===== src/hdl/bwe_pkg.sv =====
// ----------------------------------------------------------------------------
// bwe_pkg
// Types and constants shared by the Butterworth emphasis gain pipeline.
// ----------------------------------------------------------------------------
package bwe_pkg;

    localparam int FRAC_BITS = 16;
    localparam int MAX_DIM   = 1024;

    localparam int CFG_W   = 11;
    localparam int IDX_W   = 10;
    localparam int ORD_W   = 4;
    localparam int PCT_W   = 9;
    localparam int DIST_W  = 21;
    localparam int Q_W     = 22;
    localparam int WORD_W  = 32;
    localparam int PROD_W  = WORD_W + Q_W;
    localparam int SH_W    = 6;
    localparam int GPCT_W  = 19;
    localparam int W_W     = FRAC_BITS + 1;
    localparam int GAIN_W  = FRAC_BITS + 2;
    localparam int DEN_W   = WORD_W + 1;

    // one weight step per unit of the largest order value
    localparam int NUM_STEPS = (1 << ORD_W) - 1;
    // input reg + 2 distance stages + 2 per step + divider + gain/product
    localparam int LATENCY   = 3 + 2 * NUM_STEPS + W_W + 4;

    localparam logic [GAIN_W-1:0] GAIN_MAX = {GAIN_W{1'b1}};

    // register indexes on the configuration port
    localparam logic [2:0] REG_ROWS  = 3'd0;
    localparam logic [2:0] REG_COLS  = 3'd1;
    localparam logic [2:0] REG_CUT   = 3'd2;
    localparam logic [2:0] REG_ORDER = 3'd3;
    localparam logic [2:0] REG_HIGH  = 3'd4;
    localparam logic [2:0] REG_LOW   = 3'd5;

    localparam logic [CFG_W-1:0] ROWS_RST  = 11'd512;
    localparam logic [CFG_W-1:0] COLS_RST  = 11'd512;
    localparam logic [CFG_W-1:0] CUT_RST   = 11'd10;
    localparam logic [ORD_W-1:0] ORDER_RST = 4'd2;
    localparam logic [PCT_W-1:0] HIGH_RST  = 9'd100;
    localparam logic [PCT_W-1:0] LOW_RST   = 9'd30;

    typedef struct packed {
        logic [IDX_W-1:0]  row_index;
        logic [IDX_W-1:0]  col_index;
        logic [WORD_W-1:0] spectrum_value;
    } item_t;

    typedef struct packed {
        logic [WORD_W-1:0] filtered_value;
        logic              saturated;
    } result_t;

    // derived settings handed to the datapath
    typedef struct packed {
        logic [IDX_W-1:0]  centre_row;
        logic [IDX_W-1:0]  centre_col;
        logic [Q_W-1:0]    cut_sq;
        logic [ORD_W-1:0]  order;
        logic [GPCT_W-1:0] gain_high;
        logic [GPCT_W-1:0] gain_low;
    } cfg_t;

    typedef struct packed {
        logic              d_zero;
        logic [WORD_W-1:0] sample;
    } carry_t;

    typedef struct packed {
        logic [WORD_W-1:0] a;
        logic [WORD_W-1:0] b;
        logic [DIST_W-1:0] d;
        carry_t            carry;
    } wstate_t;

endpackage


===== src/hdl/bwe_wstep.sv =====
// ----------------------------------------------------------------------------
// bwe_wstep
// One power step of the weight ratio: multiply while the step is below the order, then renormalize to 32 bits.
// ----------------------------------------------------------------------------
module bwe_wstep
    import bwe_pkg::*;
#(
    parameter int STEP = 0
)
(
    input  logic             clk,
    input  logic             rst_n,
    input  logic             in_valid,
    input  wstate_t          in_state,
    input  logic [ORD_W-1:0] order,
    input  logic [Q_W-1:0]   cut_sq,
    output logic             out_valid,
    output wstate_t          out_state
);

    logic              vm_reg;
    logic              vn_reg;
    logic [PROD_W-1:0] am_reg;
    logic [PROD_W-1:0] bm_reg;
    logic [PROD_W-1:0] am_next;
    logic [PROD_W-1:0] bm_next;
    logic [DIST_W-1:0] dm_reg;
    carry_t            cm_reg;
    logic [PROD_W-1:0] both;
    logic [SH_W-1:0]   len;
    logic [SH_W-1:0]   sh;
    wstate_t           st_reg;
    wstate_t           st_next;

    always_comb
    begin
        if (ORD_W'(STEP) < order)
        begin
            am_next = PROD_W'(in_state.a) * PROD_W'(in_state.d);
            bm_next = PROD_W'(in_state.b) * PROD_W'(cut_sq);
        end
        else
        begin
            am_next = PROD_W'(in_state.a);
            bm_next = PROD_W'(in_state.b);
        end
    end

    // shift both right until the larger fits in a word
    always_comb
    begin
        both = am_reg | bm_reg;
        len  = '0;
        for (int i = 0; i < PROD_W; i++)
        begin
            if (both[i])
                len = SH_W'(i + 1);
        end
        sh = (len > SH_W'(WORD_W)) ? len - SH_W'(WORD_W) : '0;
        st_next.a     = WORD_W'(am_reg >> sh);
        st_next.b     = WORD_W'(bm_reg >> sh);
        st_next.d     = dm_reg;
        st_next.carry = cm_reg;
    end

    always_ff @(posedge clk or negedge rst_n)
    begin
        if (!rst_n)
        begin
            vm_reg <= 1'b0;
            vn_reg <= 1'b0;
        end
        else
        begin
            vm_reg <= in_valid;
            vn_reg <= vm_reg;
        end
    end

    always_ff @(posedge clk)
    begin
        am_reg <= am_next;
        bm_reg <= bm_next;
        dm_reg <= in_state.d;
        cm_reg <= in_state.carry;
        st_reg <= st_next;
    end

    assign out_valid = vn_reg;
    assign out_state = st_reg;

endmodule


===== config.mk =====
export PLATFORM = sky130hd
export DESIGN_NAME = bwe_wstep
export DESIGN_NICKNAME = d
export VERILOG_FILES = /design/src/hdl/bwe_pkg.sv /design/src/hdl/bwe_wstep.sv
export SDC_FILE = /design/constraint.sdc
export NUM_CORES = 2
export LEC_CHECK = 0
export ABC_AREA = 0
export BUFFER_PORTS_ARGS = -buffer_cell sky130_fd_sc_hd__buf_2
export CAP_MARGIN = 15
export CORE_ASPECT_RATIO = 0.5
export CORE_MARGIN = 5
export CORE_UTILIZATION = 70
export DETAILED_ROUTE_END_ITERATION = 16
export GPL_TIMING_DRIVEN = 0
export PLACE_DENSITY = 0.95
export SYNTH_ARGS = -nofsm -noshare
export SYNTH_HDL_FRONTEND = slang
export SYNTH_SLANG_ARGS = --single-unit
export TNS_END_PERCENT = 5

===== constraint.sdc =====
create_clock -name clk -period 7.4 [get_ports clk]
set_input_delay 0.37 -clock clk [delete_from_list [all_inputs] [get_ports clk]]
set_output_delay 0.37 -clock clk [all_outputs]
set_load 0.005 [all_outputs]

After elaboration in Yosys (flattened, before gate mapping) --
Cells that the tools add are included.
Storage, ports and cells: bits in registers 282, latch bits 0, bits in writable memories 0, memory bits (read-only) 0, input port bits 147, output and inout port bits 119, word-level logic and storage cells 79, memories kept 0
Operators by class: $add $sub $neg 1, multiply operators 2, divide/modulo/power cells 0, $lt $le $gt $ge 2, equality and inequality tests 0, shift operators 2, multiplexer cells 57, bitwise logic cells 1, reduce and logical (&&, ||, !) cells 0
Operator list (number):
- $mux 6 | 54
- $shr 54x6->32 | 2
- $mux 32 | 2
- $mul 32x22->54 | 1
- $or 54x54->54 | 1
- $mul 32x21->53 | 1
- $gt 6x6->1 const B | 1
- $sub 6x6->6 const B | 1
- $lt 1x4->1 const A | 1
- $mux 1 | 1

Depth between registers and ports, before layout --
depth after elaboration 58, mapped depth 28, gate-level depth less buffers 26

Worst setup path after synthesis --
OpenSTA, ideal clock, no wires.
path type input-to-reg, start point input in_state[106] (netlist bit), end point register am_reg[49], library setup time 0.114 ns, arrival time 7.049 ns, required time 7.286 ns, path slack 0.237 ns, stages 23, path buffers 1, cells stage by stage clkbuf_1 > nand2_1 > fa_1 > inv_1 > fa_1 > inv_1 > fa_1 > fa_1 > fa_1 > inv_1 > fa_1 > fa_1 > ha_1 > a21o_1 > a2111oi_2 > o2111ai_1 > a21oi_1 > nor3_1 > o311ai_1 > nand2_1 > a221oi_1 > mux2_2 > a2111oi_0
On the way: word-level cells in the longest chain between the ends 1
RTL lines:
- from (decl) | line bwe_wstep.sv:14 | input wstate_t in_state,
- $mul 32x21->53 | line bwe_wstep.sv:39 | am_next = PROD_W'(in_state.a) * PROD_W'(in_state.d);
- to (signal assigned) | line bwe_wstep.sv:82 | am_reg <= am_next;
- to (decl) | line bwe_wstep.sv:23 | logic [PROD_W-1:0] am_reg;
Every way passes these cells. A chain may end at the register's enable or synchronous reset.

Final worst setup path --
start point input in_state[43] (netlist bit), end point register am_reg[49]
Same word-level chain as after synthesis.

==> qor.yml <==
wl_per_cell_um: 26.4
crit_type: "primary input to register"
io-pin-count: 266
tightest_slew_ns: 1.09
cts_root_buffer: "clkbuf_16"
synth_area_leaders: "fa_1 43%, dfxtp_1 10%, inv_1 8.0%"
die_h_um: 207
place_ws_ns: -1.57
dieArea_sq_um: 83800
cap_violations: 0
grt_pass1_wl_um: 290000
outcome: "finished with violations"
largest_register_ffs: 118
synthSimpleGateAreaFrac_pct: 15.0
fin_nets: 7864
critPathLaunch: "in_state[43]"
tns_ns: -0.0113
synth_seq_cells: 281
max_slew_margin_pct: 27.4
clk_pin_slew_ns: 0.07
syn_inst: 5884
fmax_mhz: 135
cts_num_sinks: 281
layout_common_cells: "1,163 x fa_1, 1,156 x inv_1, 1,124 x nand2_1, 394 x and2_1, 332 x ha_1"
antenna_found_initial: 11
grt_overflow: 0
drc: 0
worstPathCellList: "buf_4, clkbuf_8, nand2_1, fa_1, inv_1, fa_1, inv_1, fa_1, fa_1, inv_1, fa_1, fa_1, fa_1, ha_1, a21o_1, a2111oi_4, o2111ai_2, a21oi_4, nor3_2, o311ai_2, nand2_1, a221oi_1, mux2_2, a2111oi_2"
setup-violations-final: 1
synth_warnings: 0
worst-endpoint-required_ns: 7.90
grt_setup_unrepaired: "yes"
numCtsBuffers: 29
hold_violations: 0
grt_pass1_vias: 49300
viasPerCell: 6.36
vias: 46300
drt_iter0_markers: 5499
min_period_ns: 7.41
setup_slack_ns: -0.0113
syn_area_sq_um: 54500
cp.arrival_ns: 7.91
syn_to_final_growth_pct: 8.52
initial_core_util_pct: 70.5
core.rowCount: 72
final_common_cell: "fa_1"
fin_cells: 7288
critPathMostFrequentCell: "fa_1"
grt_usage_pct: 45.9
start_kind: "primary input"
htreeDepth: 1
timing.clock.skew_ns: 0.0231
cp-end-kind: "register"
dp_hpwl_um: 156000
synth-xor-area-share_pct: 1.33
synthFlopType: "dfxtp_1"
critPathMaxFanout: 10
yosysSeqAreaShare_pct: 10.3
avgSynthCellArea_sq_um: 9.26
ant_nets: 0
clkLatencyLatePin_ns: 0.62
critPathSlowestCell: "fa_1"
fillers: 5125
reg2reg_from: "am_reg[46]"
finalWeightedCongestion: 1.09
max_stage_delay_ns: 0.66
async_flop_share_pct: 0.712
post-route-period-util_pct: 100
hp-class: "primary input to register"
core_sq_um: 77200
synth_compound_area_share_pct: 6.44
drive_above_1_share_pct: 10.2
hp-start: "in_state[42]"
drt_first_pass_iters: 9
synth_fa_ha_area_share_pct: 50.4
clockBufferDepth: 3
die_w_um: 404
synth_top_area_share_pct: 42.8
port-buffer-count: 265
cts_tree: "built"
violations: "setup timing"
synth_enable_flop_cells: 0
synth_mux_area_share_pct: 5.66
synth_top_area_cell: "fa_1"
synth_top_family_by_area: "adder cells"
ys_types: 80
dp.cells: 7185
slew_violations: 0
grt_max_degree: 16
routed_wl_um: 192000
syn_nets: 7527
[worst max-delay path, delay by kind of cell]
kind / cells / cell delay, ns
buf+inv: 5 / 0.74
mux: 1 / 0.38
simple gates: 3 / 0.39
compound gates: 7 / 1.98
fa+ha+maj: 8 / 4.03
[timing repair]
| item | in CTS | in global routing |
|---|---|---|
| hold buffers | 45 | 1 |
| setup buffers | 1 | 0 |
| pin swaps | 2 | 1 |
| endpoints found under the hold margin | 46 | 1 |
| endpoints found under the setup margin | 24 | 34 |
| resized for setup | 203 | 121 |
| cloned | 0 | 0 |
[layer usage]
metal	track usage [%]	routed length [um]
met4	26.8	14600
met1	57.0	65400
met5	0	56
met3	16.5	28100
met2	69.7	84000
[area by class of cell]
class                   count  area, sq um  share of cell area (%)
multi-input cells        4105        43000                    72.8
flip-flops and latches    281         5640                    9.53
inverters                1156         4340                    7.34
plain buffers             335         1990                    3.37
repair buffers            313         1830                    3.09
well taps                1036         1300                    2.19
clock buffers              35          788                    1.33
clock inverters            16          154                   0.260
diodes                     11         27.5                  0.0466
[final timing paths]
path,to,cells after the start,slack [ns]
hold / removal,dm_reg[9],1,0.02
max in group asynchronous,vm_reg,2,7.22
setup / recovery,am_reg[49],24,-0.01
hold reg to reg,out_state[35],0,0.33
setup reg to reg,out_state[109],9,3.06
min in group asynchronous,out_valid,2,0.08
[Yosys cell counts (11+ instances only)]
cell type,number
ha_1,332
and2_1,394
buf_2,11
nand2_1,1124
o31ai_1,11
o22a_1,11
a21oi_1,116
xnor2_1,44
or4_1,12
xor2_1,39
o221ai_1,12
inv_1,1156
nand3_1,20
nor3_1,27
mux4_2,52
o21ai_0,90
a21oi_2,12
a21o_1,64
o21a_1,21
a22o_1,21
mux2i_1,148
nand4_1,12
nor2_1,115
fa_1,1164
nand2b_1,16
o21bai_1,15
a211oi_1,22
dfxtp_1,279
a211o_1,12
nor4_1,29
clkbuf_1,298
[per-stage QoR]
step | util [%] | area [sq um] | hold slack (ns)
6_report | 76.6 | 59100 | 0.0183
5_1_grt | 76.5 | 59100 | 0.0108
4_1_cts | 76.3 | 58900 | 0.00169
3_5_place_dp | 73.9 | 57100 | 0.157
3_3_place_gp | 73.9 | 57100 | 0.155
2_1_floorplan | - | 54500 | 0.0744
[kinds of logic after synthesis]
group,after synthesis
and+or+nand+nor,1794
buffers and inverters,1498
adders and majority gates,1496
AOI/OAI and AO/OA,508
DFF,281
muxes,224
xor gates and xnor gates,83
Power is not shown: default switching activity piles up to over one toggle a cycle in this logic, so the estimate is an artifact.
