$ cat config.mk
export PLATFORM = sky130hd
export DESIGN_NAME = bwe_apply
export DESIGN_NICKNAME = d
export VERILOG_FILES = /design/src/hdl/bwe_pkg.sv /design/src/hdl/bwe_apply.sv
export SDC_FILE = /design/constraint.sdc
export NUM_CORES = 2
export LEC_CHECK = 0
export BUFFER_PORTS_ARGS = -buffer_cell sky130_fd_sc_hd__buf_2
export CORE_MARGIN = 1
export CORE_UTILIZATION = 25
export DETAILED_ROUTE_END_ITERATION = 6
export PLACE_DENSITY = 0.41
export SLEW_MARGIN = 20
export SYNTH_ARGS = -nofsm -noshare
export SYNTH_HDL_FRONTEND = slang
export SYNTH_SLANG_ARGS = --single-unit
$ cat constraint.sdc
create_clock -name clk -period 6.3 [get_ports clk]
set_input_delay 0.63 -clock clk [delete_from_list [all_inputs] [get_ports clk]]
set_output_delay 0.63 -clock clk [all_outputs]
set_load 0.03 [all_outputs]
$ cat src/hdl/bwe_pkg.sv
// ----------------------------------------------------------------------------
// bwe_pkg
// Types and constants shared by the Butterworth emphasis gain pipeline.
// ----------------------------------------------------------------------------
package bwe_pkg;

    localparam int FRAC_BITS = 16;
    localparam int MAX_DIM   = 1024;

    localparam int CFG_W   = 11;
    localparam int IDX_W   = 10;
    localparam int ORD_W   = 4;
    localparam int PCT_W   = 9;
    localparam int DIST_W  = 21;
    localparam int Q_W     = 22;
    localparam int WORD_W  = 32;
    localparam int PROD_W  = WORD_W + Q_W;
    localparam int SH_W    = 6;
    localparam int GPCT_W  = 19;
    localparam int W_W     = FRAC_BITS + 1;
    localparam int GAIN_W  = FRAC_BITS + 2;
    localparam int DEN_W   = WORD_W + 1;

    // one weight step per unit of the largest order value
    localparam int NUM_STEPS = (1 << ORD_W) - 1;
    // input reg + 2 distance stages + 2 per step + divider + gain/product
    localparam int LATENCY   = 3 + 2 * NUM_STEPS + W_W + 4;

    localparam logic [GAIN_W-1:0] GAIN_MAX = {GAIN_W{1'b1}};

    // register indexes on the configuration port
    localparam logic [2:0] REG_ROWS  = 3'd0;
    localparam logic [2:0] REG_COLS  = 3'd1;
    localparam logic [2:0] REG_CUT   = 3'd2;
    localparam logic [2:0] REG_ORDER = 3'd3;
    localparam logic [2:0] REG_HIGH  = 3'd4;
    localparam logic [2:0] REG_LOW   = 3'd5;

    localparam logic [CFG_W-1:0] ROWS_RST  = 11'd512;
    localparam logic [CFG_W-1:0] COLS_RST  = 11'd512;
    localparam logic [CFG_W-1:0] CUT_RST   = 11'd10;
    localparam logic [ORD_W-1:0] ORDER_RST = 4'd2;
    localparam logic [PCT_W-1:0] HIGH_RST  = 9'd100;
    localparam logic [PCT_W-1:0] LOW_RST   = 9'd30;

    typedef struct packed {
        logic [IDX_W-1:0]  row_index;
        logic [IDX_W-1:0]  col_index;
        logic [WORD_W-1:0] spectrum_value;
    } item_t;

    typedef struct packed {
        logic [WORD_W-1:0] filtered_value;
        logic              saturated;
    } result_t;

    // derived settings handed to the datapath
    typedef struct packed {
        logic [IDX_W-1:0]  centre_row;
        logic [IDX_W-1:0]  centre_col;
        logic [Q_W-1:0]    cut_sq;
        logic [ORD_W-1:0]  order;
        logic [GPCT_W-1:0] gain_high;
        logic [GPCT_W-1:0] gain_low;
    } cfg_t;

    typedef struct packed {
        logic              d_zero;
        logic [WORD_W-1:0] sample;
    } carry_t;

    typedef struct packed {
        logic [WORD_W-1:0] a;
        logic [WORD_W-1:0] b;
        logic [DIST_W-1:0] d;
        carry_t            carry;
    } wstate_t;

endpackage

$ cat src/hdl/bwe_apply.sv
// ----------------------------------------------------------------------------
// bwe_apply
// Gain interpolation, clamp, sample multiply and saturation.
// ----------------------------------------------------------------------------
module bwe_apply
    import bwe_pkg::*;
(
    input  logic           clk,
    input  logic           rst_n,
    input  logic           in_valid,
    input  logic [W_W-1:0] weight,
    input  carry_t         in_carry,
    input  cfg_t           cfg,
    output logic           result_strobe,
    output result_t        result
);

    localparam int MW_W = GPCT_W + W_W;
    localparam int SP_W = WORD_W + GAIN_W;
    localparam int PR_W = SP_W - FRAC_BITS;

    logic [3:0]          v_reg;
    logic                up_reg;
    logic [MW_W-1:0]     mw_reg;
    carry_t              c1_reg;
    logic [GAIN_W-1:0]   gain_reg;
    logic [GAIN_W-1:0]   gain_next;
    logic [WORD_W-1:0]   s2_reg;
    logic [SP_W-1:0]     sp_reg;
    logic                up;
    logic [GPCT_W-1:0]   span;
    logic [GPCT_W:0]     delta;
    logic [GPCT_W:0]     g_wide;
    logic [PR_W-1:0]     scaled;
    result_t             res_reg;
    result_t             res_next;

    always_comb
    begin
        up   = cfg.gain_high >= cfg.gain_low;
        span = up ? cfg.gain_high - cfg.gain_low : cfg.gain_low - cfg.gain_high;
    end

    always_comb
    begin
        delta = (GPCT_W+1)'(mw_reg >> FRAC_BITS);
        if (c1_reg.d_zero)
            g_wide = (GPCT_W+1)'(cfg.gain_low);
        else if (up_reg)
            g_wide = (GPCT_W+1)'(cfg.gain_low) + delta;
        else
            g_wide = (GPCT_W+1)'(cfg.gain_low) - delta;
        gain_next = (g_wide > (GPCT_W+1)'(GAIN_MAX)) ? GAIN_MAX : GAIN_W'(g_wide);
    end

    always_comb
    begin
        scaled = PR_W'(sp_reg >> FRAC_BITS);
        if (scaled > PR_W'({WORD_W{1'b1}}))
        begin
            res_next.filtered_value = '1;
            res_next.saturated      = 1'b1;
        end
        else
        begin
            res_next.filtered_value = WORD_W'(scaled);
            res_next.saturated      = 1'b0;
        end
    end

    always_ff @(posedge clk or negedge rst_n)
    begin
        if (!rst_n)
            v_reg <= '0;
        else
            v_reg <= {v_reg[2:0], in_valid};
    end

    always_ff @(posedge clk)
    begin
        up_reg   <= up;
        mw_reg   <= MW_W'(span) * MW_W'(weight);
        c1_reg   <= in_carry;
        gain_reg <= gain_next;
        s2_reg   <= c1_reg.sample;
        sp_reg   <= SP_W'(s2_reg) * SP_W'(gain_reg);
        res_reg  <= res_next;
    end

    assign result_strobe = v_reg[3];
    assign result        = res_reg;

endmodule

# After elaboration in Yosys (flattened, before gate mapping)
# Cells that the tools add are included.
# word_totals
reg_bits,207
latchBits,0
mem_bits_rw,0
n_memories,0
elab_cells,23
mem_bits_ro,0
input_bits,137
# op_classes
reduce_logical,0
bitwise,0
addsub,4
muxes,4
n_eq_ne,0
n_mul,2
shift,0
magnitude_cmp,3
div,0
# op_table
op,count
32-bit by 18-bit multiplier with 50-bit output,1
20-bit two-way mux,2
19-bit subtractor,2
19-bit by 17-bit multiplier with 36-bit output,1
34-bit by 32-bit greater-than comparator with 1-bit output (second input constant),1
19-bit by 20-bit adder with 20-bit output,1
20-bit by 18-bit greater-than comparator with 1-bit output (second input constant),1
19-bit by 20-bit subtractor with 20-bit output,1
19-bit greater-or-equal comparator,1
19-bit two-way mux,1
1-bit two-way mux,1

# Longest topological paths before layout
# logic_depth
word_depth,4
ltp_mapped,35
ltp_nobuf,34

# Least setup slack after synthesis
# No wires, ideal clock.
# synth_path
path_kind,in2reg
startpoint,input port cfg[7] in the netlist's numbering
endpoint,register mw_reg[35]
slack_ps,-2309
t_arrival_ps,8488
path_stages,32
setup_time_ps,121
path_buffers,3
cell_sequence,inv_1 ha_1 buf_2 a21o_1 a21o_1 a2111oi_4 a211o_2 nand2_4 buf_2 o31ai_1 xnor2_1 clkbuf_1 nand2_1 fa_1 inv_1 fa_1 fa_1 fa_1 fa_1 inv_1 fa_1 inv_1 ha_1 nand3_1 a31oi_1 or3_1 a211oi_1 o41ai_1 a2bb2oi_1 a21oi_1 a21oi_1 xnor2_1
# synth_via
elab_chain_len,3
word_cells_on_any_way,5
cone_classes,add/sub (2); mul (1); order compare (1); mux (1)
# synth_lines
item,line,text
from (decl),bwe_apply.sv:13,"input cfg_t cfg,"
19-bit greater-or-equal comparator,bwe_apply.sv:40,up = cfg.gain_high >= cfg.gain_low;
named net up,bwe_apply.sv:30,logic up;
19-bit two-way mux,bwe_apply.sv:41,span = up ? cfg.gain_high - cfg.gain_low : cfg.gain_low - cfg.gain_high;
19-bit by 17-bit multiplier with 36-bit output,bwe_apply.sv:82,mw_reg <= MW_W'(span) * MW_W'(weight);
to (signal assigned),bwe_apply.sv:82,
to (decl),bwe_apply.sv:24,logic [MW_W-1:0] mw_reg;
# The timed path passes the listed nets, and every way through them passes these cells.
# A chain may end at the register's enable or synchronous reset.

# Final worst setup path
# layout_path
startpoint,input port cfg[20] in the netlist's numbering
endpoint,register mw_reg[28]
# layout_via
elab_chain_len,3
word_cells_on_any_way,5
cone_classes,add/sub (2); mul (1); order compare (1); mux (1)
# layout_lines
item,line
19-bit subtractor or 19-bit greater-or-equal comparator (tied branches),"bwe_apply.sv:41, bwe_apply.sv:40"
19-bit two-way mux (*),bwe_apply.sv:41
19-bit by 17-bit multiplier with 36-bit output (*),bwe_apply.sv:82
# Mark *: on every way between the ends. The rest lies on a longest branch, timed or not.

==> impl_metrics.env <==
export IMPL_grt_overflow=0
export IMPL_dieArea_sq_um=143000
export IMPL_clock_tree_buffer_depth=2
export IMPL_drt_first_pass_iters=7
export IMPL_maxCapViolations=0
export IMPL_fmax_ghz=0.127
export IMPL_synth_ff_type="dfxtp_1"
export IMPL_track_usage_pct=16.2
export IMPL_cts_tree="yes"
export IMPL_grt_pass1_vias=30300
export IMPL_synthAdderAreaFrac_pct=51.5
export IMPL_vias_per_cell=4.31
export IMPL_period_share_pct=125
export IMPL_start_util_pct=25.3
export IMPL_die_w_um=379
export IMPL_route_met2_wl_mm=53.7
export IMPL_max_slew_margin_pct=51.5
export IMPL_cts_max_level=4
export IMPL_largest_reg_flops=34
export IMPL_wire_per_inst_um=17.6
export IMPL_outcome="finished, violations left"
export IMPL_worstRegToRegCells=24
export IMPL_fill_cells=14700
export IMPL_start_kind="input port"
export IMPL_holdPathStages=1
export IMPL_crit_family="adder cells"
export IMPL_grt_antenna_before_repair=9
export IMPL_path_clk_slew_ns=0.08
export IMPL_drive_gt1_share_pct=25.5
export IMPL_fin_nets=5734
export IMPL_antenna_left=0
export IMPL_insertion_delay_ns=0.51
export IMPL_slowest_stage="fa_2"
export IMPL_place_detailed_hpwl_mm=94.3
export IMPL_remaining_drc_errors=0
export IMPL_worst_pin_slew_ns=0.726
export IMPL_rows=137
export IMPL_crit_buf_inv=9
export IMPL_grt_pass1_wl_mm=177
export IMPL_path_class="in2reg"
export IMPL_yosys_mux_area_fraction_pct=0.731
export IMPL_critPathRequiredTime_ns=6.74
export IMPL_synth_edf_count=0
export IMPL_cts_sinks=175
export IMPL_finalCriticalPeriod_ns=7.90
export IMPL_drv_slew=0
export IMPL_crit_path_max_fanout=5
export IMPL_yosys_warnings=0
export IMPL_final_common_cell="inv_1"
export IMPL_hp_start="in_carry[32]"
export IMPL_cpMostUsedCell="fa_1"
export IMPL_grt_max_degree=37
export IMPL_crit_start="cfg[20]"
export IMPL_die_y_um=379
export IMPL_syn_to_final_growth_pct=30.0
export IMPL_setup_violations=21
export IMPL_vias=27900
export IMPL_top_layer="met5"
export IMPL_wl_met3_mm=5.13
export IMPL_dp_slack_ns=-2.54
export IMPL_rsz0062_at_grt="true"
export IMPL_root_buffer="clkbuf_16"
export IMPL_reg2reg_from="gain_reg[4]$_SDFF_PN1_"
export IMPL_synth_area_sq_um=35400
export IMPL_fp_coreArea_sq_um=140000
export IMPL_seq_area_frac_synth_pct=9.94
export IMPL_wl_met1_mm=52.5
export IMPL_synth_area_per_cell_sq_um=8.87
export IMPL_synthArstFlopShare_pct=2.29
export IMPL_finalHoldViolCount=0
export IMPL_ios=171
export IMPL_synthesis_nets=5152
export IMPL_place_gp_congestion=0.817
export IMPL_mostFrequentLayoutCells="inv_1, fa_1, nand2_1"
export IMPL_synth_distinct_cells=80
export IMPL_critical_path_arrival_ns=8.34
export IMPL_synth_simple_area_share_pct=16.5
export IMPL_violations="negative setup slack"
export IMPL_synth_top_family_by_area="adder cells"
export IMPL_postSynthRegisterBits=175
export IMPL_portBuffers=124
export IMPL_critPathCaptureType="flip-flop"
export IMPL_synthXorXnorAreaFrac_pct=2.35
export IMPL_drt_iter0_drc=1219
export IMPL_numCtsBuffers=17
export IMPL_wl_mm=114
export IMPL_min_path_type="in2reg"
export IMPL_synth_compound_area_share_pct=7.58
export IMPL_fin_worst_skew_ns=0.0136
export IMPL_cp_slowest_stage_delay_ns=0.55
export IMPL_syn_inst=3996
export IMPL_finalWorstSetupSlack_ns=-1.60
export IMPL_cp_depth=35
worst register-to-register path: stages, from the launching register on:
cell and delay [ns]:
dfxtp_2 0.34, buf_12 0.12, buf_8 0.12, buf_6 0.15, nand2_1 0.09, fa_1 0.53
inv_2 0.04, fa_1 0.54, inv_2 0.04, fa_1 0.50, fa_1 0.54, fa_1 0.53
inv_1 0.05, fa_1 0.56, ha_4 0.22, a21o_1 0.17, a21o_1 0.18, a21oi_2 0.20
o21ai_2 0.09, a31o_4 0.25, o31ai_4 0.19, buf_6 0.16, a21oi_4 0.07, or4_1 0.46
o311ai_1 0.09
per-stage QoR:
stage | hold slack (ns) | cell area (sq um) | utilization [%] | setup TNS [ns] | std cells
after floorplan | 0.310 | 36000 | - | -26.99 | 3996
after CTS | 0.160 | 44700 | 31.9 | -28.14 | 6425
after global placement | 0.314 | 42700 | 30.5 | -49.63 | 6331
final | 0.220 | 46100 | 32.9 | -28.45 | 6468
after detailed placement | 0.312 | 42700 | 30.5 | -50.73 | 6331
after global routing | 0.179 | 46100 | 32.9 | -33.48 | 6467
cell usage after synthesis, drive strengths merged (7+ instances only):
library cell    n  area [sq um]
and4            8          70.1
nand4           8          50.1
mux2           15           169
a211oi         47           358
xor2           40           350
inv           857          3220
or2             8          50.1
o311ai         17           149
nor2           65           244
fa            733         14700
o21ai          46           230
ha            286          3580
nand2         657          2480
and3           35           224
xnor2          55           482
and2          262          1640
o21bai         13          97.6
nand3          57           285
dfxtp         171          3420
o21a           15           113
nor2b          21           131
a31oi          11          68.8
o22a           17           149
mux2i           9          90.1
a21oi         102           514
a21o           47           353
clkbuf        190           713
nand2b         29           181
nor3           32           160
o211ai         11          87.6
or3            35           219
a21boi          7          52.6
buf            19          98.8
final timing paths:
| kind | to | slack (ns) |
|---|---|---|
| worst max-delay path | mw_reg[28]$_DFF_P_ | -1.60 |
| worst min-delay path | c1_reg[32]$_DFF_P_ | 0.22 |
| worst max register to register | sp_reg[48]$_DFF_P_ | -0.02 |
| worst min register to register | s2_reg[16]$_DFF_P_ | 0.33 |
| max in group asynchronous | v_reg[3]$_DFF_PN0_ | 5.73 |
| min in group asynchronous | v_reg[0]$_DFF_PN0_ | 0.45 |
per-layer routing:
metal | up-vias | track usage, %
li1 | 13200 | -
met1 | 14100 | 22.0
met2 | 482 | 27.0
met3 | 97 | 2.20
met4 | 10 | 3.87
met5 | - | 0
final cells by class:
class / count / area, sq um / area share, %
antenna: 1 / 2.50 / 0.00543
clock inverter: 13 / 200 / 0.434
tap: 1876 / 2350 / 5.09
inverter: 857 / 3240 / 7.02
clock buffer: 19 / 433 / 0.940
multi-input combinational: 2755 / 29700 / 64.4
timing repair buffer: 772 / 6580 / 14.3
sequential: 175 / 3590 / 7.79
kinds of logic (layout without fill, tap and decap cells):
kind of cell,Yosys count,after routing
AND/OR/NAND/NOR,1231,1231
buffers and inverters,1066,1661
adder cells (fa/ha/maj),1019,1019
AO/OA/AOI/OAI,386,386
flip-flops,175,175
XOR/XNOR,95,95
multiplexers,24,24
other,0,1
timing repair:
action,CTS,global route
setup buffers,64,39
resized for setup,216,253
gates cloned,2,4
hold buffers,1,0
hold endpoints to repair,4,0
setup endpoints to repair,35,35
pin swaps,106,183
Power is left out: the tool's default activity adds up to more than one toggle a clock period on the data nets, which glitch-free logic cannot reach.
