File: config.mk
export PLATFORM = sky130hd
export DESIGN_NAME = bwe_div
export DESIGN_NICKNAME = d
export VERILOG_FILES = /design/src/hdl/bwe_pkg.sv /design/src/hdl/bwe_div.sv
export SDC_FILE = /design/constraint.sdc
export NUM_CORES = 2
export LEC_CHECK = 0
export ABC_AREA = 1
export BUFFER_PORTS_ARGS = -buffer_cell sky130_fd_sc_hd__buf_2
export CAP_MARGIN = 5
export CORE_MARGIN = 5
export CORE_UTILIZATION = 40
export CTS_CLUSTER_SIZE = 30
export DETAILED_ROUTE_END_ITERATION = 8
export MAX_ROUTING_LAYER = met4
export RECOVER_POWER = 25
export SYNTH_ARGS = -nofsm -noshare
export SYNTH_HDL_FRONTEND = slang
export SYNTH_SLANG_ARGS = --single-unit
File: constraint.sdc
create_clock -name clk -period 4.5 [get_ports clk]
set_input_delay 1.125 -clock clk [delete_from_list [all_inputs] [get_ports clk]]
set_output_delay 1.125 -clock clk [all_outputs]
set_load 0.005 [all_outputs]
File: src/hdl/bwe_pkg.sv
// ----------------------------------------------------------------------------
// bwe_pkg
// Types and constants shared by the Butterworth emphasis gain pipeline.
// ----------------------------------------------------------------------------
package bwe_pkg;

    localparam int FRAC_BITS = 16;
    localparam int MAX_DIM   = 1024;

    localparam int CFG_W   = 11;
    localparam int IDX_W   = 10;
    localparam int ORD_W   = 4;
    localparam int PCT_W   = 9;
    localparam int DIST_W  = 21;
    localparam int Q_W     = 22;
    localparam int WORD_W  = 32;
    localparam int PROD_W  = WORD_W + Q_W;
    localparam int SH_W    = 6;
    localparam int GPCT_W  = 19;
    localparam int W_W     = FRAC_BITS + 1;
    localparam int GAIN_W  = FRAC_BITS + 2;
    localparam int DEN_W   = WORD_W + 1;

    // one weight step per unit of the largest order value
    localparam int NUM_STEPS = (1 << ORD_W) - 1;
    // input reg + 2 distance stages + 2 per step + divider + gain/product
    localparam int LATENCY   = 3 + 2 * NUM_STEPS + W_W + 4;

    localparam logic [GAIN_W-1:0] GAIN_MAX = {GAIN_W{1'b1}};

    // register indexes on the configuration port
    localparam logic [2:0] REG_ROWS  = 3'd0;
    localparam logic [2:0] REG_COLS  = 3'd1;
    localparam logic [2:0] REG_CUT   = 3'd2;
    localparam logic [2:0] REG_ORDER = 3'd3;
    localparam logic [2:0] REG_HIGH  = 3'd4;
    localparam logic [2:0] REG_LOW   = 3'd5;

    localparam logic [CFG_W-1:0] ROWS_RST  = 11'd512;
    localparam logic [CFG_W-1:0] COLS_RST  = 11'd512;
    localparam logic [CFG_W-1:0] CUT_RST   = 11'd10;
    localparam logic [ORD_W-1:0] ORDER_RST = 4'd2;
    localparam logic [PCT_W-1:0] HIGH_RST  = 9'd100;
    localparam logic [PCT_W-1:0] LOW_RST   = 9'd30;

    typedef struct packed {
        logic [IDX_W-1:0]  row_index;
        logic [IDX_W-1:0]  col_index;
        logic [WORD_W-1:0] spectrum_value;
    } item_t;

    typedef struct packed {
        logic [WORD_W-1:0] filtered_value;
        logic              saturated;
    } result_t;

    // derived settings handed to the datapath
    typedef struct packed {
        logic [IDX_W-1:0]  centre_row;
        logic [IDX_W-1:0]  centre_col;
        logic [Q_W-1:0]    cut_sq;
        logic [ORD_W-1:0]  order;
        logic [GPCT_W-1:0] gain_high;
        logic [GPCT_W-1:0] gain_low;
    } cfg_t;

    typedef struct packed {
        logic              d_zero;
        logic [WORD_W-1:0] sample;
    } carry_t;

    typedef struct packed {
        logic [WORD_W-1:0] a;
        logic [WORD_W-1:0] b;
        logic [DIST_W-1:0] d;
        carry_t            carry;
    } wstate_t;

endpackage

File: src/hdl/bwe_div.sv
// ----------------------------------------------------------------------------
// bwe_div
// Pipelined restoring divider: w = floor(a * 2^F / (a + b)), one bit a stage.
// ----------------------------------------------------------------------------
module bwe_div
    import bwe_pkg::*;
(
    input  logic           clk,
    input  logic           rst_n,
    input  logic           in_valid,
    input  wstate_t        in_state,
    output logic           out_valid,
    output logic [W_W-1:0] weight,
    output carry_t         out_carry
);

    logic [W_W-1:0]   v_reg;
    logic [DEN_W-1:0] rem_reg  [W_W];
    logic [DEN_W-1:0] den_reg  [W_W];
    logic [W_W-1:0]   quo_reg  [W_W];
    logic             dz_reg   [W_W];
    carry_t           car_reg  [W_W];
    logic [DEN_W-1:0] rem_next [W_W];
    logic [W_W-1:0]   quo_next [W_W];
    logic [DEN_W-1:0] den0;
    logic [DEN_W:0]   shifted;

    always_comb
    begin
        den0 = DEN_W'(in_state.a) + DEN_W'(in_state.b);
        // top quotient bit: a against the full divisor
        if (DEN_W'(in_state.a) >= den0)
        begin
            rem_next[0] = DEN_W'(in_state.a) - den0;
            quo_next[0] = W_W'(1);
        end
        else
        begin
            rem_next[0] = DEN_W'(in_state.a);
            quo_next[0] = '0;
        end
        shifted = '0;
        for (int i = 1; i < W_W; i++)
        begin
            shifted = {rem_reg[i-1], 1'b0};
            if (shifted >= (DEN_W+1)'(den_reg[i-1]))
            begin
                rem_next[i] = DEN_W'(shifted - (DEN_W+1)'(den_reg[i-1]));
                quo_next[i] = {quo_reg[i-1][W_W-2:0], 1'b1};
            end
            else
            begin
                rem_next[i] = DEN_W'(shifted);
                quo_next[i] = {quo_reg[i-1][W_W-2:0], 1'b0};
            end
        end
    end

    always_ff @(posedge clk or negedge rst_n)
    begin
        if (!rst_n)
            v_reg <= '0;
        else
            v_reg <= {v_reg[W_W-2:0], in_valid};
    end

    always_ff @(posedge clk)
    begin
        den_reg[0] <= den0;
        dz_reg[0]  <= (den0 == '0);
        car_reg[0] <= in_state.carry;
        for (int i = 0; i < W_W; i++)
        begin
            rem_reg[i] <= rem_next[i];
            quo_reg[i] <= quo_next[i];
        end
        for (int i = 1; i < W_W; i++)
        begin
            den_reg[i] <= den_reg[i-1];
            dz_reg[i]  <= dz_reg[i-1];
            car_reg[i] <= car_reg[i-1];
        end
    end

    assign out_valid = v_reg[W_W-1];
    assign weight    = dz_reg[W_W-1] ? '0 : quo_reg[W_W-1];
    assign out_carry = car_reg[W_W-1];

endmodule

== Word level (Yosys, flattened, before mapping) ==
Memory sizes are Yosys's and may differ from the RTL's.
Index checks and enable logic that the tools add are counted.

* Muxes and demuxes: 35
* Add/sub/neg operators: 18
* Reduce and logical (&&, ||, !) cells: 1
* Magnitude comparators: 17

{| class="wikitable"
|+ Operators by type and width
! cell !! number
|-
| $mux W33 || 17
|-
| $ge A34 B33 Y1 || 16
|-
| $sub A33 B33 Y33 || 16
|-
| $add A32 B32 Y33 || 1
|-
| $ge A32 B33 Y1 || 1
|-
| $logic_not A33 Y1 || 1
|-
| $sub A32 B33 Y33 || 1
|-
| $mux W1 || 17
|-
| $mux W17 || 1
|}

* Register bits: 17
* Memories kept: 5
* Output and inout port bits: 51
* Logic and storage cells: 77
* Bits in writable memories: 1,989
* Input bits: 121

{| class="wikitable"
|+ Memory list
! memory !! depth !! width !! read ports !! clocked after Yosys merged registers in !! wr ports !! RTL line !! source
|-
| car_reg || 17 || 33 || 17 || 0 || 17 || bwe_div.sv:22 || <nowiki>carry_t car_reg [W_W];</nowiki>
|-
| den_reg || 17 || 33 || 16 || 0 || 17 || bwe_div.sv:19 || <nowiki>logic [DEN_W-1:0] den_reg [W_W];</nowiki>
|-
| rem_reg || 17 || 33 || 16 || 0 || 17 || bwe_div.sv:18 || <nowiki>logic [DEN_W-1:0] rem_reg [W_W];</nowiki>
|-
| quo_reg || 17 || 17 || 17 || 0 || 17 || bwe_div.sv:20 || <nowiki>logic [W_W-1:0] quo_reg [W_W];</nowiki>
|-
| dz_reg || 17 || 1 || 17 || 0 || 17 || bwe_div.sv:21 || <nowiki>logic dz_reg [W_W];</nowiki>
|}

== Depth between registers and ports, before layout ==
* Depth after elaboration: 3
* Depth in mapped cells: 29
* Gate-level depth less buffers: 29

== Worst setup path after synthesis ==
No wires, ideal clock.

* Path kind: input port to flip-flop
* Start: in in_state[54] (netlist bit)
* End: mem rem_reg[0][18] (netlist bit)
* Arrival time: 4,216 ps
* Stages on the path: 26
* Path buffers: 1
* Setup time: 112 ps
* Setup slack: 172 ps
* Required time: 4,388 ps
* Path through: ha_1 inv_1 fa_1 nor2_1 nor2_1 inv_1 nand2_1 nand2_1 nand3_1 nand3_1 nand3_1 nand2_1 a21boi_0 xnor2_1 inv_1 ha_1 nand2_1 nor2_1 inv_1 nor4_1 nand3_1 nand2_1 nor2_4 buf_2 nand3_1 nand2_1

{| class="wikitable"
|+ RTL lines
! element !! RTL line !! source
|-
| start: declaration || bwe_div.sv:11 || <nowiki>input wstate_t in_state,</nowiki>
|-
| end: declaration || bwe_div.sv:18 ||
|}

==> impl_summary.log <==
INFO  metric worst_hold_slack = 0.2142 ns
INFO  metric clock_insertion_delay_worst_skew = between 0.8 and 0.9 ns
INFO  metric mappedNetlistNets = between 9000 and 10000
INFO  metric maxSlewHeadroom = 25.35%
INFO  metric placed_cells = ~11000
INFO  metric boundaryPins = 172
INFO  metric vias_in_the_first_global_route = 58164
INFO  metric status = complete, no violations
INFO  metric tritoncts = done
INFO  metric ys_top_cells_by_count = sky130_fd_sc_hd__dfxtp_1 (1787), sky130_fd_sc_hd__nand2_1 (1687), sky130_fd_sc_hd__inv_1 (1210)
INFO  metric avgSynthCellArea = 8.569 um2
INFO  metric dpl_worst_slack = -0.6209 ns
INFO  metric cts_root_buffer = sky130_fd_sc_hd__clkbuf_16
INFO  metric max_ffs_per_register = 561
INFO  metric clk_pin_slew = 0.06 ns
INFO  metric route.final.wire_length = ~200000 um
INFO  metric grt_remaining_overflow = 0
INFO  metric power_report.internal_total = 43.15 mW
INFO  metric comb_pwr_share = 48.1%
INFO  metric synth_async_sr_flop_share = less than 1%
INFO  metric coreArea = 182900 um2
INFO  metric die_height = 438.6 um
INFO  metric synth_top_family_by_area = simple AND/OR/NAND/NOR gates
INFO  metric clkPwrFrac = roughly a fifth
INFO  metric dominantRegCellSynth = sky130_fd_sc_hd__dfxtp_1
INFO  metric design.die.area = 192400 um2
INFO  metric floorplan.rows = 157
INFO  metric sinks_on_clock_net = 1804
INFO  metric synth_compound_gate_area_share = 12.30%
INFO  metric max_freq = 0.2405 GHz
INFO  metric grt_setup_unrepaired = false
INFO  metric share_of_post_route_cells_with_drive_strength_above_1 = under 10%
INFO  metric critical-path-top-cell-by-count = sky130_fd_sc_hd__nand2_1
INFO  metric netSwitchingFraction = 42.13%
INFO  metric design.final.nets = 9831
INFO  metric criticalPathCategory = in2reg
INFO  metric finalSetupViolations = 0
INFO  metric drt_pass1_iterations = 7
INFO  metric post_cts.resized_instances = 0
INFO  metric timing.critical_path.slowest_cell_delay = 0.39 ns
INFO  metric largest_net_degree_at_the_start_of_global_routing = 63
INFO  metric r2r_slack = about 0.55 ns
INFO  metric crit_required = roughly 5.3 ns
INFO  metric post_synth_fa_ha_maj_area_fraction = 10.49%
INFO  metric synth.top_cells.by_area = sky130_fd_sc_hd__dfxtp_1 (49%), sky130_fd_sc_hd__ha_1 (10%), sky130_fd_sc_hd__nand2_1 (8.6%), sky130_fd_sc_hd__inv_1 (6.2%), sky130_fd_sc_hd__o21ai_0 (4.5%)
INFO  metric count_of_flip_flops_with_a_built_in_enable_after_synthesis = 0
INFO  metric ys.warnings.count = 0
INFO  metric routed_wire_length_per_instance = 17.31 um
INFO  metric powerDensity = 871.6 nW/um2
INFO  metric seqPwrFrac = roughly 31%
INFO  metric reg2reg_from = den_reg[0][186]$_DFF_P_
INFO  metric routabilityCongestion = ~1.1
INFO  metric reg2reg_depth = 15
INFO  metric static-leakage-power = 41.37 nW
INFO  metric crit_path_max_fanout = 3
INFO  metric hold_violations = 0
INFO  metric post-cts-setup-buffer-count = 0
INFO  metric cts_hold_repair.buffers = 0
INFO  metric timing_worst_slew_pin_value = ~1.1 ns
INFO  metric synth_seq_cells = 1804
INFO  metric synth_simple_gate_area_share = 14.84%
INFO  metric antenna_violations_before_repair = 1
INFO  metric grtUsageTotal = a little over a fifth
INFO  metric yosysTopAreaCell = sky130_fd_sc_hd__dfxtp_1
INFO  metric cts.path.max_buffers = 3
INFO  metric final-instance-count-excl-fill = 11710
INFO  metric post-route-drc-count = 0
INFO  metric synth_xor_area_share = 5.829%
INFO  metric die_width = roughly 440 um
INFO  metric timing.final.crit_period = 4.158 ns
INFO  metric multiplexer_share_of_the_synthesized_area = 0%
INFO  metric netlist.area_leader.share = between 40% and 50%
INFO  metric numCtsBuffers = ~190
INFO  metric drt_first_iter_violations = 2391
INFO  metric route.detailed.vias_per_inst = 4.735
INFO  metric worstHoldPathType = in2async
INFO  metric synth.lib_cells_used.distinct = 54
INFO  metric areaGrowthSynthToFinish = 16.43%
INFO  metric vdd_drop_max = 413.6 uV
INFO  metric post-route-period-util = between 90% and 100%
INFO  metric start_util = 40.18%
INFO  metric fin_worst_skew = 0.04578 ns
INFO  metric netSwitchingPower = approximately 31 mW
INFO  metric yosysSeqAreaShare = 49.27%
INFO  metric drv_cap = 0
INFO  metric ctsHtreeMaxLevel = 4
INFO  metric crit_arrival = 4.92 ns
INFO  metric final_antenna_net_count = 0
INFO  metric slew_viol_final = 0
INFO  metric cell_area_after_synthesis = ~73000 um2
INFO  metric via_count = 55443
INFO  metric synthCells = 8575
INFO  metric count_of_port_buffers_added_during_placement = 150
INFO  metric critical_path.endpoint_type = register
INFO  metric hpwl = 169300 um
INFO  metric critPathSlowestCell = sky130_fd_sc_hd__o311ai_1
INFO  metric global_route_wire_length_before_repair = 315100 um
INFO  metric top_count_cell_post_synth = sky130_fd_sc_hd__dfxtp_1
INFO  metric crit-reg2reg-capture = rem_reg[0][229]$_DFF_P_
INFO  metric timing.critical_path.from_type = input pin
INFO  metric setup_ws = ~0.34 ns
-- how the worst max path moves through the flow --
| stage | startpoint | endpoint | slack [ns] | cells past startpoint |
|---|---|---|---|---|
| detailed placement | in_state[86] | rem_reg[0][26]$_DFF_P_ | -0.62 | 29 |
| CTS | in_state[86] | rem_reg[0][26]$_DFF_P_ | 0.26 | 29 |
| global placement | in_state[63] | rem_reg[0][22]$_DFF_P_ | -0.62 | 26 |
| global route | in_state[86] | rem_reg[0][31]$_DFF_P_ | 0.07 | 27 |
| floorplan | in_state[54] | rem_reg[0][18]$_DFF_P_ | 0.17 | 26 |
| finish | in_state[86] | rem_reg[0][26]$_DFF_P_ | 0.34 | 29 |
-- per-stage QoR --
step / setup TNS (ns) / util, % / area [um2] / power (mW)
6_report: 0 / 46.78 / 85550 / 74.56
5_1_grt: 0 / 46.78 / 85550 / 80.59
4_1_cts: 0 / 46.78 / 85550 / 75.38
3_5_place_dp: -19.36 / 43.32 / 79220 / 59.57
3_3_place_gp: -17.17 / 43.32 / 79220 / 59.23
2_1_floorplan: 0 / - / 73480 / 47.47
-- metal layers --
layer | share of wire, % | vias to the layer above | wire (um) | global-route usage [%]
met5 | 0 | - | 0 | -
met4 | 7.2 | 0 | 14530 | 13.34
li1 | - | 28852 | - | -
met1 | 34 | 25132 | 68450 | 18.66
met2 | 57 | 916 | 114600 | 43.46
met3 | 2.6 | 543 | 5201 | 2.772
-- final cells by class --
class | instances | area [um2]
well taps | 2464 | 3083
flip-flops and latches | 1804 | 36200
multi-input cells | 5414 | 32000
diodes | 1 | 2.502
repair buffers | 480 | 3366
inverters | 1219 | 4576
clock inverters | 72 | 1015
fillers | 17682 | 97330
clock buffers | 256 | 5309
-- cells by family after synthesis --
kind of cell    after synthesis
fa+ha+maj                   606
xor+xnor                    489
flops                      1804
buf+inv                    1357
compound gates             1632
simple gates               2687
-- critical path, delay by kind of cell --
family / cells / cell delay, ns
AOI/OAI and AO/OA: 2 / 0.56
xor gates and xnor gates: 1 / 0.22
adders and majority gates: 3 / 0.83
buffers and inverters: 7 / 0.62
and+or+nand+nor: 16 / 1.53
-- power groups by stage --
stage	Combinational, mW	Clock [mW]	Sequential [mW]
6_report	35.8	15.5	23.2
5_1_grt	40.2	16.7	23.7
4_1_cts	36.1	16.0	23.3
3_5_place_dp	36.0	0	23.6
3_3_place_gp	35.7	0	23.5
2_1_floorplan	25.1	0	22.4
-- placed cells by master, fill, tap and decap left out, types with 11 or more instances in the layout --
cell / n
sky130_fd_sc_hd__dfrtp_1: 17
sky130_fd_sc_hd__ha_1: 589
sky130_fd_sc_hd__nand4_1: 83
sky130_fd_sc_hd__a21boi_0: 38
sky130_fd_sc_hd__nand3_1: 258
sky130_fd_sc_hd__buf_2: 150
sky130_fd_sc_hd__inv_1: 1210
sky130_fd_sc_hd__dfxtp_1: 1787
sky130_fd_sc_hd__o21bai_1: 29
sky130_fd_sc_hd__a31oi_1: 86
sky130_fd_sc_hd__clkbuf_1: 32
sky130_fd_sc_hd__o21ai_1: 43
sky130_fd_sc_hd__clkbuf_16: 187
sky130_fd_sc_hd__o21a_1: 35
sky130_fd_sc_hd__nand2_1: 1687
sky130_fd_sc_hd__buf_12: 11
sky130_fd_sc_hd__nor4_1: 21
sky130_fd_sc_hd__nor2_1: 528
sky130_fd_sc_hd__fa_1: 17
sky130_fd_sc_hd__a21oi_1: 572
sky130_fd_sc_hd__o211ai_1: 18
sky130_fd_sc_hd__a21o_1: 64
sky130_fd_sc_hd__buf_4: 319
sky130_fd_sc_hd__nor3_1: 72
sky130_fd_sc_hd__a211oi_1: 18
sky130_fd_sc_hd__o21ai_0: 665
sky130_fd_sc_hd__a221oi_1: 15
sky130_fd_sc_hd__xor2_1: 238
sky130_fd_sc_hd__clkbuf_8: 37
sky130_fd_sc_hd__xnor2_1: 251
sky130_fd_sc_hd__clkinv_2: 28
sky130_fd_sc_hd__bufinv_16: 15
No activity file was read; power rests on OpenSTA's default activity.
